File: src/design/mpgd_pkg.sv
// Package for the max pooling grid downsampler.
// Holds the register indexes, field widths and the control word passed between stages.
// No dependencies.
`default_nettype none

package mpgd_pkg;

  localparam int CFG_IDX_W  = 2;
  localparam int CFG_DATA_W = 12;

  localparam logic [CFG_IDX_W-1:0] CFG_SOURCE_WIDTH  = 2'd0;
  localparam logic [CFG_IDX_W-1:0] CFG_SOURCE_HEIGHT = 2'd1;
  localparam logic [CFG_IDX_W-1:0] CFG_POOL_FACTOR   = 2'd2;

  localparam int SIZE_FIELD_W   = 12;
  localparam int FACTOR_FIELD_W = 5;
  localparam int HEIGHT_LIMIT   = 2048;

  localparam int VALUE_W    = 8;
  localparam int COORD_W    = 11;
  localparam int ROW_W      = 11;
  localparam int OUT_DATA_W = 32;
  localparam int OUT_PAD_W  = OUT_DATA_W - VALUE_W - 2 * COORD_W;

  typedef struct packed {
    logic use_line;
    logic store;
    logic emit;
    logic frame_end;
  } mpgd_ctl_t;

endpackage

`default_nettype wire

File: src/design/mpgd_scan.sv
// Position tracking and running maximum of the first stage.
// Holds the clamped grid sizes, the raster counters and the block-row maximum. Uses mpgd_pkg.
`default_nettype none

module mpgd_scan
  import mpgd_pkg::*;
#(
  parameter int MAX_WIDTH  = 2048,
  parameter int MAX_FACTOR = 16,
  localparam int COL_W     = $clog2(MAX_WIDTH),
  localparam int FCW       = (MAX_FACTOR > 1) ? $clog2(MAX_FACTOR) : 1
) (
  input  wire                       clk,
  input  wire                       rst_n,
  input  wire                       cfg_we,
  input  wire [CFG_IDX_W-1:0]       cfg_index,
  input  wire [CFG_DATA_W-1:0]      cfg_wdata,
  input  wire                       accept,
  input  wire signed [VALUE_W-1:0]  cell_value,
  output mpgd_ctl_t                 ctl,
  output logic [COL_W-1:0]          target_col,
  output logic [ROW_W-1:0]          target_row,
  output logic signed [VALUE_W-1:0] block_max
);

  logic [COL_W-1:0] width_last_r, width_last_nxt;
  logic [ROW_W-1:0] height_last_r, height_last_nxt;
  logic [FCW-1:0]   factor_last_r, factor_last_nxt;

  logic [COL_W-1:0] src_col_r;
  logic [ROW_W-1:0] src_row_r;
  logic [FCW-1:0]   col_in_block_r;
  logic [FCW-1:0]   row_in_block_r;
  logic [COL_W-1:0] out_col_r;
  logic [ROW_W-1:0] out_row_r;
  logic signed [VALUE_W-1:0] run_max_r, run_max_nxt;

  logic [31:0] size_val;
  logic [31:0] factor_val;
  logic [31:0] width_last32;
  logic [31:0] height_last32;
  logic [31:0] factor_last32;
  logic        cfg_hit;

  logic col_end;
  logic row_end;
  logic block_rows_end;
  logic frame_end;

  always_comb begin
    size_val   = 32'(cfg_wdata[SIZE_FIELD_W-1:0]);
    factor_val = 32'(cfg_wdata[FACTOR_FIELD_W-1:0]);

    if (size_val == 32'd0) begin
      width_last32 = 32'd0;
    end else if (size_val > 32'(MAX_WIDTH)) begin
      width_last32 = 32'(MAX_WIDTH - 1);
    end else begin
      width_last32 = size_val - 32'd1;
    end

    if (size_val == 32'd0) begin
      height_last32 = 32'd0;
    end else if (size_val > 32'(HEIGHT_LIMIT)) begin
      height_last32 = 32'(HEIGHT_LIMIT - 1);
    end else begin
      height_last32 = size_val - 32'd1;
    end

    if (factor_val == 32'd0) begin
      factor_last32 = 32'd0;
    end else if (factor_val > 32'(MAX_FACTOR)) begin
      factor_last32 = 32'(MAX_FACTOR - 1);
    end else begin
      factor_last32 = factor_val - 32'd1;
    end

    width_last_nxt  = width_last32[COL_W-1:0];
    height_last_nxt = height_last32[ROW_W-1:0];
    factor_last_nxt = factor_last32[FCW-1:0];

    cfg_hit = cfg_we && ((cfg_index == CFG_SOURCE_WIDTH) ||
                         (cfg_index == CFG_SOURCE_HEIGHT) ||
                         (cfg_index == CFG_POOL_FACTOR));
  end

  always_comb begin
    row_end        = (src_col_r == width_last_r);
    col_end        = (col_in_block_r == factor_last_r) || row_end;
    block_rows_end = (row_in_block_r == factor_last_r) || (src_row_r == height_last_r);
    frame_end      = row_end && (src_row_r == height_last_r);

    if ((col_in_block_r == '0) || (cell_value > run_max_r)) begin
      run_max_nxt = cell_value;
    end else begin
      run_max_nxt = run_max_r;
    end

    ctl.use_line  = col_end && (row_in_block_r != '0);
    ctl.store     = col_end && !block_rows_end;
    ctl.emit      = col_end && block_rows_end;
    ctl.frame_end = frame_end;
  end

  assign target_col = out_col_r;
  assign target_row = out_row_r;
  assign block_max  = run_max_nxt;

  always_ff @(posedge clk) begin
    if (!rst_n) begin
      width_last_r  <= COL_W'(((MAX_WIDTH < 2048) ? MAX_WIDTH : 2048) - 1);
      height_last_r <= ROW_W'(HEIGHT_LIMIT - 1);
      factor_last_r <= FCW'(((MAX_FACTOR < 2) ? MAX_FACTOR : 2) - 1);
    end else if (cfg_we) begin
      case (cfg_index)
        CFG_SOURCE_WIDTH:  width_last_r  <= width_last_nxt;
        CFG_SOURCE_HEIGHT: height_last_r <= height_last_nxt;
        CFG_POOL_FACTOR:   factor_last_r <= factor_last_nxt;
        default: ;
      endcase
    end
  end

  always_ff @(posedge clk) begin
    if (!rst_n || cfg_hit) begin
      src_col_r      <= '0;
      src_row_r      <= '0;
      col_in_block_r <= '0;
      row_in_block_r <= '0;
      out_col_r      <= '0;
      out_row_r      <= '0;
      run_max_r      <= '0;
    end else if (accept) begin
      run_max_r <= run_max_nxt;
      if (row_end) begin
        src_col_r      <= '0;
        col_in_block_r <= '0;
        out_col_r      <= '0;
        if (frame_end) begin
          src_row_r      <= '0;
          row_in_block_r <= '0;
          out_row_r      <= '0;
        end else begin
          src_row_r <= src_row_r + 1'b1;
          if (block_rows_end) begin
            row_in_block_r <= '0;
            out_row_r      <= out_row_r + 1'b1;
          end else begin
            row_in_block_r <= row_in_block_r + 1'b1;
          end
        end
      end else begin
        src_col_r <= src_col_r + 1'b1;
        if (col_end) begin
          col_in_block_r <= '0;
          out_col_r      <= out_col_r + 1'b1;
        end else begin
          col_in_block_r <= col_in_block_r + 1'b1;
        end
      end
    end
  end

endmodule

`default_nettype wire

File: config.mk
export PLATFORM = sky130hd
export DESIGN_NAME = mpgd_scan
export DESIGN_NICKNAME = d
export VERILOG_FILES = /design/src/design/mpgd_pkg.sv /design/src/design/mpgd_scan.sv
export SDC_FILE = /design/constraint.sdc
export NUM_CORES = 1
export LEC_CHECK = 0
export BUFFER_PORTS_ARGS = -buffer_cell sky130_fd_sc_hd__buf_2
export CORE_ASPECT_RATIO = 1.4
export CORE_UTILIZATION = 50
export CTS_CLUSTER_DIAMETER = 30
export CTS_CLUSTER_SIZE = 14
export DETAILED_ROUTE_END_ITERATION = 6
export PLACE_DENSITY = 0.82
export SYNTH_ARGS = -nofsm -noshare
export SYNTH_HDL_FRONTEND = slang
export SYNTH_SLANG_ARGS = --single-unit
export TNS_END_PERCENT = 50
File: constraint.sdc
create_clock -name clk -period 3.9 [get_ports clk]
set_clock_uncertainty 0.1 [all_clocks]
set_input_delay 0 -clock clk [delete_from_list [all_inputs] [get_ports clk]]
set_output_delay 0 -clock clk [all_outputs]
set_load 0.05 [all_outputs]
# [After elaboration in Yosys (flattened, before gate mapping)]
# Index checks and enable logic that the tools add are counted.
[totals] reg_bits=86
[classes] magnitude_cmp=3 n_mux=15 add_sub_neg=8 eq_ne=6 reduce_logical=26
[ops] cell="11-bit 2-to-1 mux" n=8
[ops] cell="11-bit by 1-bit adder with 11-bit output (second input constant)" n=4
[ops] cell="4-bit 2-to-1 mux" n=6
[ops] cell="11-bit equality test" n=2
[ops] cell="12-bit > comparator (second input constant)" n=1
[ops] cell="12-bit zero test" n=1
[ops] cell="11-bit by 1-bit subtractor with 11-bit output (second input constant)" n=1
[ops] cell="2-bit AND reduction" n=5
[ops] cell="4-bit by 1-bit adder with 4-bit output (second input constant)" n=2
[ops] cell="4-bit equality test" n=2
[ops] cell="8-bit > comparator" n=1
[ops] cell="8-bit 2-to-1 mux" n=1
[ops] cell="1-bit logical OR" n=6
[ops] cell="5-bit > comparator (second input constant)" n=1
[ops] cell="1-bit logical AND" n=5
[ops] cell="5-bit zero test" n=1
[ops] cell="4-bit zero test" n=1
[ops] cell="2-bit nonzero test" n=2
[ops] cell="4-bit nonzero test" n=1
[ops] cell="4-bit by 1-bit subtractor with 4-bit output (second input constant)" n=1
[ops] cell="3-bit AND reduction" n=1
[ops] cell="2-bit by 1-bit equality test with 1-bit output (second input constant)" n=1
[ops] cell="2-bit equality test (second input constant)" n=1
[ops] cell="1-bit zero test" n=2
[ops] cell="2-bit zero test" n=1

# [Logic depth before layout (Yosys ltp)]
# Gate-level depths: netlist of run 1.
[logic_depth] word_depth=5 ltp_mapped=9 depth_no_buf=8

# [Least setup slack after synthesis of run 1]
# Ideal clock, no wire load.
[synth_path] path_kind="register to output" from="reg run_max_r[7]" to="out block_max[1]" setup_slack_ns=1.132 arrival_time_ns=2.668 path_stages_with_launch=9 path_cell_list="dfxtp_1 > inv_1 > ha_1 > nand4_1 > o32a_1 > nor2_1 > nor2_1 > clkbuf_1 > o21ai_0"
[synth_between] elab_chain_len=3
[synth_lines] element="from (decl)" line_no="mpgd_scan.sv:36" source="logic signed [VALUE_W-1:0] run_max_r, run_max_nxt;"
[synth_lines] element="from (signal assigned)" line_no="mpgd_scan.sv:134" source="run_max_r <= run_max_nxt;"
[synth_lines] element="8-bit > comparator" line_no="mpgd_scan.sv:93" source="if ((col_in_block_r == '0) || (cell_value > run_max_r)) begin"
[synth_lines] element="1-bit logical OR" line_no="mpgd_scan.sv:93"
[synth_lines] element="8-bit 2-to-1 mux" line_no="mpgd_scan.sv:93"
[synth_lines] element="to (decl)" line_no="mpgd_scan.sv:23" source="output logic signed [VALUE_W-1:0] block_max"
# Every way passes these cells.

# [Final worst setup path of run 1]
[layout_path] from="reg run_max_r[7]" to="out block_max[0]"
# Same word-level chain as after synthesis.

==> impl_metrics.ini, run 1 <==
[timing]
rsz0062_at_grt = no
final_hold_viol_count = 0
period_share = 0.754
slew_headroom = 0.377
slew_viol_final = 0
fin_setup_tns_ns = 0
finalCriticalPeriod_ns = 2.94
max_freq_mhz = 340
setup_viol = 0
tightest_slew_ns = 0.929

[hold_path]
hp-start = cfg_wdata[7]
min_path_type = in2reg
hold_depth = 5
min_to = width_last_r[7]

[finish]
syn2layout_area_growth_pct = 16.7
nets = 649
final_cell_mix = dfxtp_1 (86), nand2_1 (70), buf_2 (59), nor2_1 (46), xnor2_1 (40)
diodes = 0
drive_gt1_frac = 0.141
final_common_cell = dfxtp_1
fin_area_sq_mm = 0.00527

[detailed_routing]
ant_nets = 0
vias_per_cell = 5.71
drt_iter0_markers = 276
num_vias = 4080
wl_mm = 10.5
drt_pass1_iterations = 5
drc = 0
wl_per_cell_microns = 14.7

[placement]
numPortBuffers = 59
dp_hpwl_mm = 7.60
dpl_cell_area_sq_mm = 0.00487
globalplace.congestion = 0.861

[grt]
grt_pass1_wl_mm = 17.8
antenna_found_initial = 0
gr-usage-all-layers = 0.244
grt_pass1_vias = 4040
overflow = 0
grt_max_degree = 29

[setup_path]
r2r_end = target_row[9]
path_class = reg2out
slowest_stage = nor2_1
reg2reg_depth = 7
ff2ff_setup_slack_ns = 1.37
slowest_delay_ns = 0.66
worstSetupStartpoint = run_max_r[7]
cp_num_buf_inv = 2
path_cells = inv_1 > ha_1 > nand4_1 > a211oi_1 > nor4_1 > nor2_1 > mux2_2 > buf_2
critical_path_arrival_ns = 2.84
cp_max_fo = 15
crit_family = simple AND/OR/NAND/NOR gates
startpoint_type = flop
r2r_start = src_col_r[1]
cp.depth = 8
endpoint_kind = output port
cp.required_ns = 3.80

[floorplanning]
rows = 40
die-area_sq_mm = 0.00942
die_w_microns = 82.3
start_util = 0.522
core_area_sq_mm = 0.00866
die_h_microns = 114
ios = 60

[clock_network]
clockBufferDepth = 2
htree_num_levels = 3
tritoncts = done
cts_root_buffer = clkbuf_16
clock_latency_ns = 0.34
cts_sinks = 86
cts_buffers = 9
clk_pin_slew_worst_paths_ns = 0.06

[synth]
syn_avg_cell_area_sq_um = 8.33
synthFlopType = dfxtp_1
yosysUniqueCellTypes = 51
yosysWarnings = 0
synth_edf_count = 0
synthArstFlopShare = 0
synthesis.nets = 585
yosysSeqAreaShare = 0.381
yosys.area.top_type = dfxtp_1
netlist_instances = 542
netlist_top_cells_area = dfxtp_1 (38%), xnor2_1 (7.8%), nand2_1 (5.8%), xor2_1 (4.8%), ha_1 (4.7%)
synth_top_area_frac = 0.381
syn_area_sq_mm = 0.00452
ys_ff_latch = 86

[power_and_ir_drop]
power.total_mw = 1.92
power_leakage_nw = 2.12
internal_power_mw = 1.44
p_sw_frac = 0.252
pwr-share-comb = 0.115
switching_power_mw = 0.485
pwr-share-seq = 0.474
pwr-share-clk = 0.411
power.density_mw_per_mm2 = 365
vdd_drop_max_v = 0.000254

[flow_run]
timing.max_cap.violations = 0

[run_status]
status = complete, no violations
-- flip-flops by register name, summed over array words and instances (netlist names) --
| register | count |
|---|---|
| width_last_r | 11 |
| row_in_block_r | 4 |
| src_col_r | 11 |
| height_last_r | 11 |
| src_row_r | 11 |
| target_row | 11 |
| factor_last_r | 4 |
| col_in_block_r | 4 |
| run_max_r | 8 |
| target_col | 11 |
-- worst reg2reg max path, delay by kind of cell (launching register included) --
kind	cells	cell delay [ns]
xor+xnor	1	0.15
buf+inv	1	0.26
flops	1	0.42
compound gates	2	0.41
simple gates	3	1.10
-- how the worst max path moves through the flow --
stage / endpoint / slack (ns)
floorplan: block_max[1] / 1.13
detailed placement: block_max[0] / 1.40
CTS: block_max[0] / 0.96
finish: block_max[0] / 0.96
global placement: block_max[0] / 1.51
global route: block_max[0] / 0.77
-- through the flow --
stage	std cells	utilization	hold WS [ns]	setup slack (ns)
after CTS	715	0.609	0.00996	0.957
after detailed placement	687	0.563	0.170	1.40
after floorplan	542	-	0.0304	1.13
after global routing	715	0.609	0.0363	0.771
after global placement	687	0.563	0.153	1.51
final	715	0.609	0.00733	0.958
-- cell usage after synthesis, drive strengths merged (8+ instances only) --
| library cell | number |
|---|---|
| o21ai | 25 |
| inv | 22 |
| or3 | 8 |
| nand2 | 70 |
| nor2 | 46 |
| xor2 | 25 |
| ha | 17 |
| a21oi | 26 |
| clkbuf | 16 |
| a22oi | 11 |
| and3 | 14 |
| mux2i | 9 |
| nand3 | 30 |
| o31ai | 12 |
| nand4 | 20 |
| xnor2 | 40 |
| dfxtp | 86 |
-- power groups by stage --
| stage | registers [mW] | clock network [mW] | logic (mW) |
|---|---|---|---|
| final | 0.912 | 0.790 | 0.222 |
| after global routing | 0.913 | 0.844 | 0.243 |
| after CTS | 0.911 | 0.807 | 0.221 |
| after detailed placement | 0.931 | 0 | 0.209 |
| after global placement | 0.930 | 0 | 0.202 |
| after floorplan | 0.928 | 0 | 0.152 |
-- cell families (layout without fill, tap and decap cells) --
logic type | Yosys count | in the layout | share of synthesized area
buffers and inverters | 44 | 112 | 0.0391
multiplexers | 10 | 10 | 0.0224
XOR/XNOR | 65 | 65 | 0.126
AO/OA/AOI/OAI | 91 | 91 | 0.125
AND/OR/NAND/NOR | 229 | 229 | 0.259
adder cells (fa/ha/maj) | 17 | 17 | 0.0471
flip-flops | 86 | 86 | 0.381
-- repair_timing --
| action | 4_1_cts | 5_1_grt |
|---|---|---|
| setup buffers | 0 | 0 |
| endpoints found under the hold margin | 30 | 0 |
| setup endpoints to repair | 0 | 0 |
| resized for setup | 0 | 0 |
| hold buffers | 13 | 0 |
-- metal layers --
layer	global-route usage	wire length (microns)	up-vias
li1	-	-	2033
met1	0.279	4400	1923
met2	0.421	5430	96
met3	0.0367	327	28
met4	0.140	340	0
met5	0	0	-
-- layout make-up --
| cell class | instances | area, sq um |
|---|---|---|
| clock inverter | 1 | 5.00 |
| sequential | 86 | 1720 |
| tap | 105 | 131 |
| timing repair buffer | 75 | 448 |
| multi-input combinational | 412 | 2620 |
| fill | 743 | 3390 |
| clock buffer | 14 | 264 |
| inverter | 22 | 82.6 |
No activity file was read; power rests on OpenSTA's default activity.
==> run 2: changes to the inputs <==
==> constraint.sdc (replaced) <==
create_clock -name clk -period 3 [get_ports clk]
set_clock_uncertainty 0.1 [all_clocks]
set_input_delay 0 -clock clk [delete_from_list [all_inputs] [get_ports clk]]
set_output_delay 0 -clock clk [all_outputs]
set_load 0.05 [all_outputs]
==> run 2 against run 1 <==
Net effect:
- die area did not move
- cell count rose by 0.84%
- count of clock-buffer cells in the layout fell by 1
- critical path depth did not move
- register-to-register slack got worse by 0.79 ns
- combinational power rose by 33%
- wire length rose by 4.3%
- sequential power rose by 30%
- utilization rose by 0.91 points
- power rose by 35%
- global-route usage rose by 0.67 points
- cell area rose by 1.5%
- critical endpoint unchanged
- largest power group unchanged
==> impl_metrics.ini, run 2 (synthesis gave the netlist of run 1 again) <==
[finish]
syn2layout_area_growth_pct = 18.5
nets = 654
final_cell_mix = dfxtp_1 (86), nand2_1 (70), buf_2 (59), nor2_1 (45), xnor2_1 (40)
drive_gt1_frac = 0.149
diodes = 0
instances_no_fill = 721
fillCellCount = 728
fin_util = 0.618
final_common_cell = dfxtp_1

[setup_path]
cp_max_fo = 15
path_class = reg2out
r2r_end = target_row[9]
crit_family = simple AND/OR/NAND/NOR gates
cp-endpoint = block_max[0]
cp_num_buf_inv = 2
r2r_start = src_col_r[1]
path_cells = inv_1 > ha_1 > nand4_1 > a211oi_1 > nor4_1 > nor2_2 > mux2_2 > buf_2
startpoint_type = flop
cp.depth = 8
slowest_delay_ns = 0.43
cp.required_ns = 2.90
reg2reg_depth = 6
critical_path_arrival_ns = 2.55
slowest_stage = nor2_2
endpoint_kind = output port
ff2ff_setup_slack_ns = 0.58
worstSetupStartpoint = run_max_r[7]

[detailed_routing]
drc = 0
ant_nets = 0
drt_pass1_iterations = 4
num_vias = 4155
drt_iter0_markers = 241
wl_per_cell_microns = 15.2
vias_per_cell = 5.76
wl_mm = 10.9

[timing]
fin_setup_tns_ns = 0
finalCriticalPeriod_ns = 2.65
tightest_slew_ns = 0.761
max_freq_mhz = 378
setup_viol = 0
final_hold_viol_count = 0
slew_viol_final = 0
period_share = 0.883
slew_headroom = 0.492
rsz0062_at_grt = no
layout_setup_ws_ns = 0.352

[grt]
antenna_found_initial = 0
grt_pass1_vias = 4047
gr-usage-all-layers = 0.251
grt_pass1_wl_mm = 18.0
grt_max_degree = 29
overflow = 0

[floorplanning]
die_h_microns = 114
rows = 40
die_w_microns = 82.3
ios = 60
core_area_sq_mm = 0.00866
start_util = 0.522
die-area_sq_mm = 0.00942

[power_and_ir_drop]
power_leakage_nw = 2.15
power.total_mw = 2.61
vdd_drop_max_v = 0.000442
power.density_mw_per_mm2 = 487

[clock_network]
clockBufferDepth = 2
cts_root_buffer = clkbuf_16
tritoncts = done
htree_num_levels = 3
cts_sinks = 86
cts_buffers = 9
cts_setup_buffers = 0
clk_pin_slew_worst_paths_ns = 0.06
clock_latency_ns = 0.34

[hold_path]
min_path_type = in2reg

[run_status]
status = complete, no violations

[placement]
globalplace.congestion = 0.901
post-place-ws_ns = 0.510
dp_hpwl_mm = 7.76
numPortBuffers = 59
dp_cells = 690

[flow_run]
timing.max_cap.violations = 0
==> run 2: cell count changes in the layout (fill, tap and decap cells not counted), sizes merged <==
cell / previous run / this run
buf: 62 / 65
bufinv: 0 / 1
clkbuf: 14 / 13
dlygate4sd3: 13 / 15
clkinvlp: 0 / 1
==> run 2: worst register-to-register path: cells and delay by family (launching register included) <==
family	cells	cell delay, ns
and+or+nand+nor	3	1.20
xor gates and xnor gates	1	0.14
DFF	1	0.42
AOI/OAI and AO/OA	2	0.48
==> run 2: cell type report <==
cell class              count  area [sq um]  area share
clock buffers              13           260      0.0487
clock inverters             3          42.5     0.00795
inverters                  22          82.6      0.0154
multi-input cells         412          2620       0.490
flip-flops and latches     86          1720       0.322
well taps                 105           131      0.0246
repair buffers             80           490      0.0917
==> run 2: power by group <==
part	switching [mW]	total, mW	internal, mW	leakage [nW]
Clock	0.434	1.12	0.689	0.146
Combinational	0.187	0.296	0.109	1.31
Sequential	0.0208	1.19	1.17	0.697
==> run 2: how the worst min path moves through the flow <==
| stage | from | end | slack (ns) | cells past startpoint |
|---|---|---|---|---|
| global route | accept | col_in_block_r[1] | 0.05 | 4 |
| CTS | accept | col_in_block_r[0] | 0.01 | 4 |
| floorplan | cell_value[0] | run_max_r[0] | 0.03 | 2 |
| finish | cfg_wdata[5] | height_last_r[5] | 0.03 | 5 |
| global placement | cell_value[5] | run_max_r[5] | 0.15 | 3 |
| detailed placement | cell_value[5] | run_max_r[5] | 0.16 | 3 |
==> run 2: stage by stage <==
step,instance area [sq um],hold slack (ns)
2_1_floorplan,4520,0.0304
3_3_place_gp,4890,0.148
3_5_place_dp,4890,0.158
4_1_cts,5350,0.0100
5_1_grt,5350,0.0492
6_report,5350,0.0316
==> run 2: layer usage <==
| metal | share of wire | global-route usage |
|---|---|---|
| met4 | 0.038 | 0.153 |
| met2 | 0.52 | 0.447 |
| met5 | 0 | 0 |
| met1 | 0.41 | 0.272 |
| met3 | 0.032 | 0.0335 |
==> run 2: timing repair <==
item | CTS | global route
hold endpoints to repair | 32 | 0
gates resized for setup | 0 | 1
hold buffers | 15 | 0
setup endpoints to repair | 0 | 1
==> run 3: changes to the inputs <==
--- a/config.mk
+++ b/config.mk
@@ -11,7 +11,8 @@
 export CTS_CLUSTER_DIAMETER = 30
 export CTS_CLUSTER_SIZE = 14
 export DETAILED_ROUTE_END_ITERATION = 6
-export PLACE_DENSITY = 0.82
+export GPL_ROUTABILITY_DRIVEN = 0
+export PLACE_DENSITY = 0.73
 export SYNTH_ARGS = -nofsm -noshare
 export SYNTH_HDL_FRONTEND = slang
 export SYNTH_SLANG_ARGS = --single-unit
==> run 3 against run 2 <==
Net effect:
- utilization rose by 0.16 points
- cell count rose by 0.28%
- sequential cell count did not move
- first-iteration DRC count fell by 35%
- non-clock buffer count rose by 2
- wire length fell by 6.1%
- worst setup slack improved by 0.011 ns
- via count fell by 2.6%
- sequential share of layout area fell by 0.083 points
- power fell by 0.36%
- highest routed layer unchanged
==> impl_metrics.ini, run 3 (synthesis gave the netlist of run 1 again) <==
[detailed_routing]
wl_per_cell_microns = 14.2
wl_mm = 10.3
vias_per_cell = 5.60
drc = 0
drt_pass1_iterations = 4
ant_nets = 0
drt_iter0_markers = 156
num_vias = 4047

[finish]
nets = 656
drive_gt1_frac = 0.154
fillCellCount = 738
seq_area_sq_mm = 0.00172
fin_util = 0.619
syn2layout_area_growth_pct = 18.8
diodes = 0
final_cell_mix = dfxtp_1 (86), nand2_1 (70), buf_2 (59), nor2_1 (45), xnor2_1 (40)
final_common_cell = dfxtp_1
multi_input_area_sq_mm = 0.00262

[timing]
fin_setup_tns_ns = 0
finalCriticalPeriod_ns = 2.64
slew_viol_final = 0
layout_setup_ws_ns = 0.362
period_share = 0.879
tightest_slew_ns = 0.851
rsz0062_at_grt = no
fin_hold_ws_ns = 0.0113
max_freq_mhz = 379
slew_headroom = 0.433
setup_viol = 0
final_hold_viol_count = 0

[run_status]
status = complete, no violations

[floorplanning]
ios = 60
start_util = 0.522
die_h_microns = 114
core_area_sq_mm = 0.00866
rows = 40
die-area_sq_mm = 0.00942
die_w_microns = 82.3

[setup_path]
path_cells = inv_1 > ha_1 > nand4_1 > a211oi_1 > nor4_1 > nor2_2 > mux2_2 > buf_2
startpoint_type = flop
slowest_delay_ns = 0.43
cp_num_buf_inv = 2
path_class = reg2out
cp_max_fo = 15
cp.required_ns = 2.90
critical_path_arrival_ns = 2.54
endpoint_kind = output port
slowest_stage = nor2_2
crit_family = simple AND/OR/NAND/NOR gates

[placement]
dp_hpwl_mm = 7.61
numPortBuffers = 59
post-place-ws_ns = 0.479

[grt]
overflow = 0
gr-usage-all-layers = 0.235
antenna_found_initial = 0
grt_pass1_wl_mm = 16.9
grt_max_degree = 29
grt_pass1_vias = 3741

[flow_run]
timing.max_cap.violations = 0

[clock_network]
tritoncts = done
clock_latency_ns = 0.35
htree_num_levels = 3
clockBufferDepth = 2
clk_pin_slew_worst_paths_ns = 0.06
cts_buffers = 9
cts_setup_buffers = 0
cts_root_buffer = clkbuf_16
cts_sinks = 86

[hold_path]
min_path_type = in2reg

[power_and_ir_drop]
power_leakage_nw = 2.16
power.density_mw_per_mm2 = 484
vdd_drop_max_v = 0.000356
==> run 3: changes by cell type in the layout (fill, tap and decap cells not counted) <==
cell and delta:
clkinvlp_4 +1, clkinv_4 +1, clkbuf_8 -1, buf_4 +2
clkbuf_1 -1
==> run 3: area by class of cell <==
type                    count  area share
clock buffers              11      0.0453
clock inverters             5      0.0110
inverters                  22      0.0154
multi-input cells         412       0.489
flip-flops and latches     86       0.321
well taps                 105      0.0245
repair buffers             82      0.0943
==> run 3: tightest hold or removal path: stages <==
cell	delay (ns)
buf_2	0.13
inv_1	0.08
a21oi_1	0.07
o211ai_1	0.14
==> run 3: metal layers <==
layer,track usage,up-vias,wire [microns]
li1,-,2043,-
met2,0.432,80,5390
met5,0,-,0
met4,0.0889,0,184
met3,0.0494,18,343
met1,0.255,1906,4370
==> run 3: path summary, 6_finish.rpt <==
| kind | from | end | slack (ns) | cells past startpoint |
|---|---|---|---|---|
| setup / recovery | run_max_r[7] | block_max[0] | 0.36 | 8 |
| hold / removal | cfg_wdata[0] | factor_last_r[0] | 0.01 | 4 |
| setup reg to reg | src_col_r[1] | target_row[10] | 0.60 | 7 |
| hold reg to reg | run_max_r[0] | run_max_r[0] | 0.39 | 2 |
==> run 3: timing repair <==
item | 4_1_cts | 5_1_grt
hold buffers | 15 | 0
resized for setup | 0 | 1
hold endpoints to repair | 32 | 0
setup endpoints to repair | 0 | 3
==> run 3: power breakdown <==
part	switching [mW]	total, mW	internal (mW)
Clock	0.452	1.12	0.667
Sequential	0.0199	1.19	1.17
Combinational	0.184	0.292	0.108
==> run 3: through the flow <==
| stage | power, mW | area (sq um) | cells |
|---|---|---|---|
| 2_1_floorplan | 1.40 | 4520 | 542 |
| 3_3_place_gp | 1.48 | 4910 | 692 |
| 3_5_place_dp | 1.49 | 4910 | 692 |
| 4_1_cts | 2.61 | 5360 | 723 |
| 5_1_grt | 2.70 | 5360 | 723 |
| 6_report | 2.60 | 5360 | 723 |
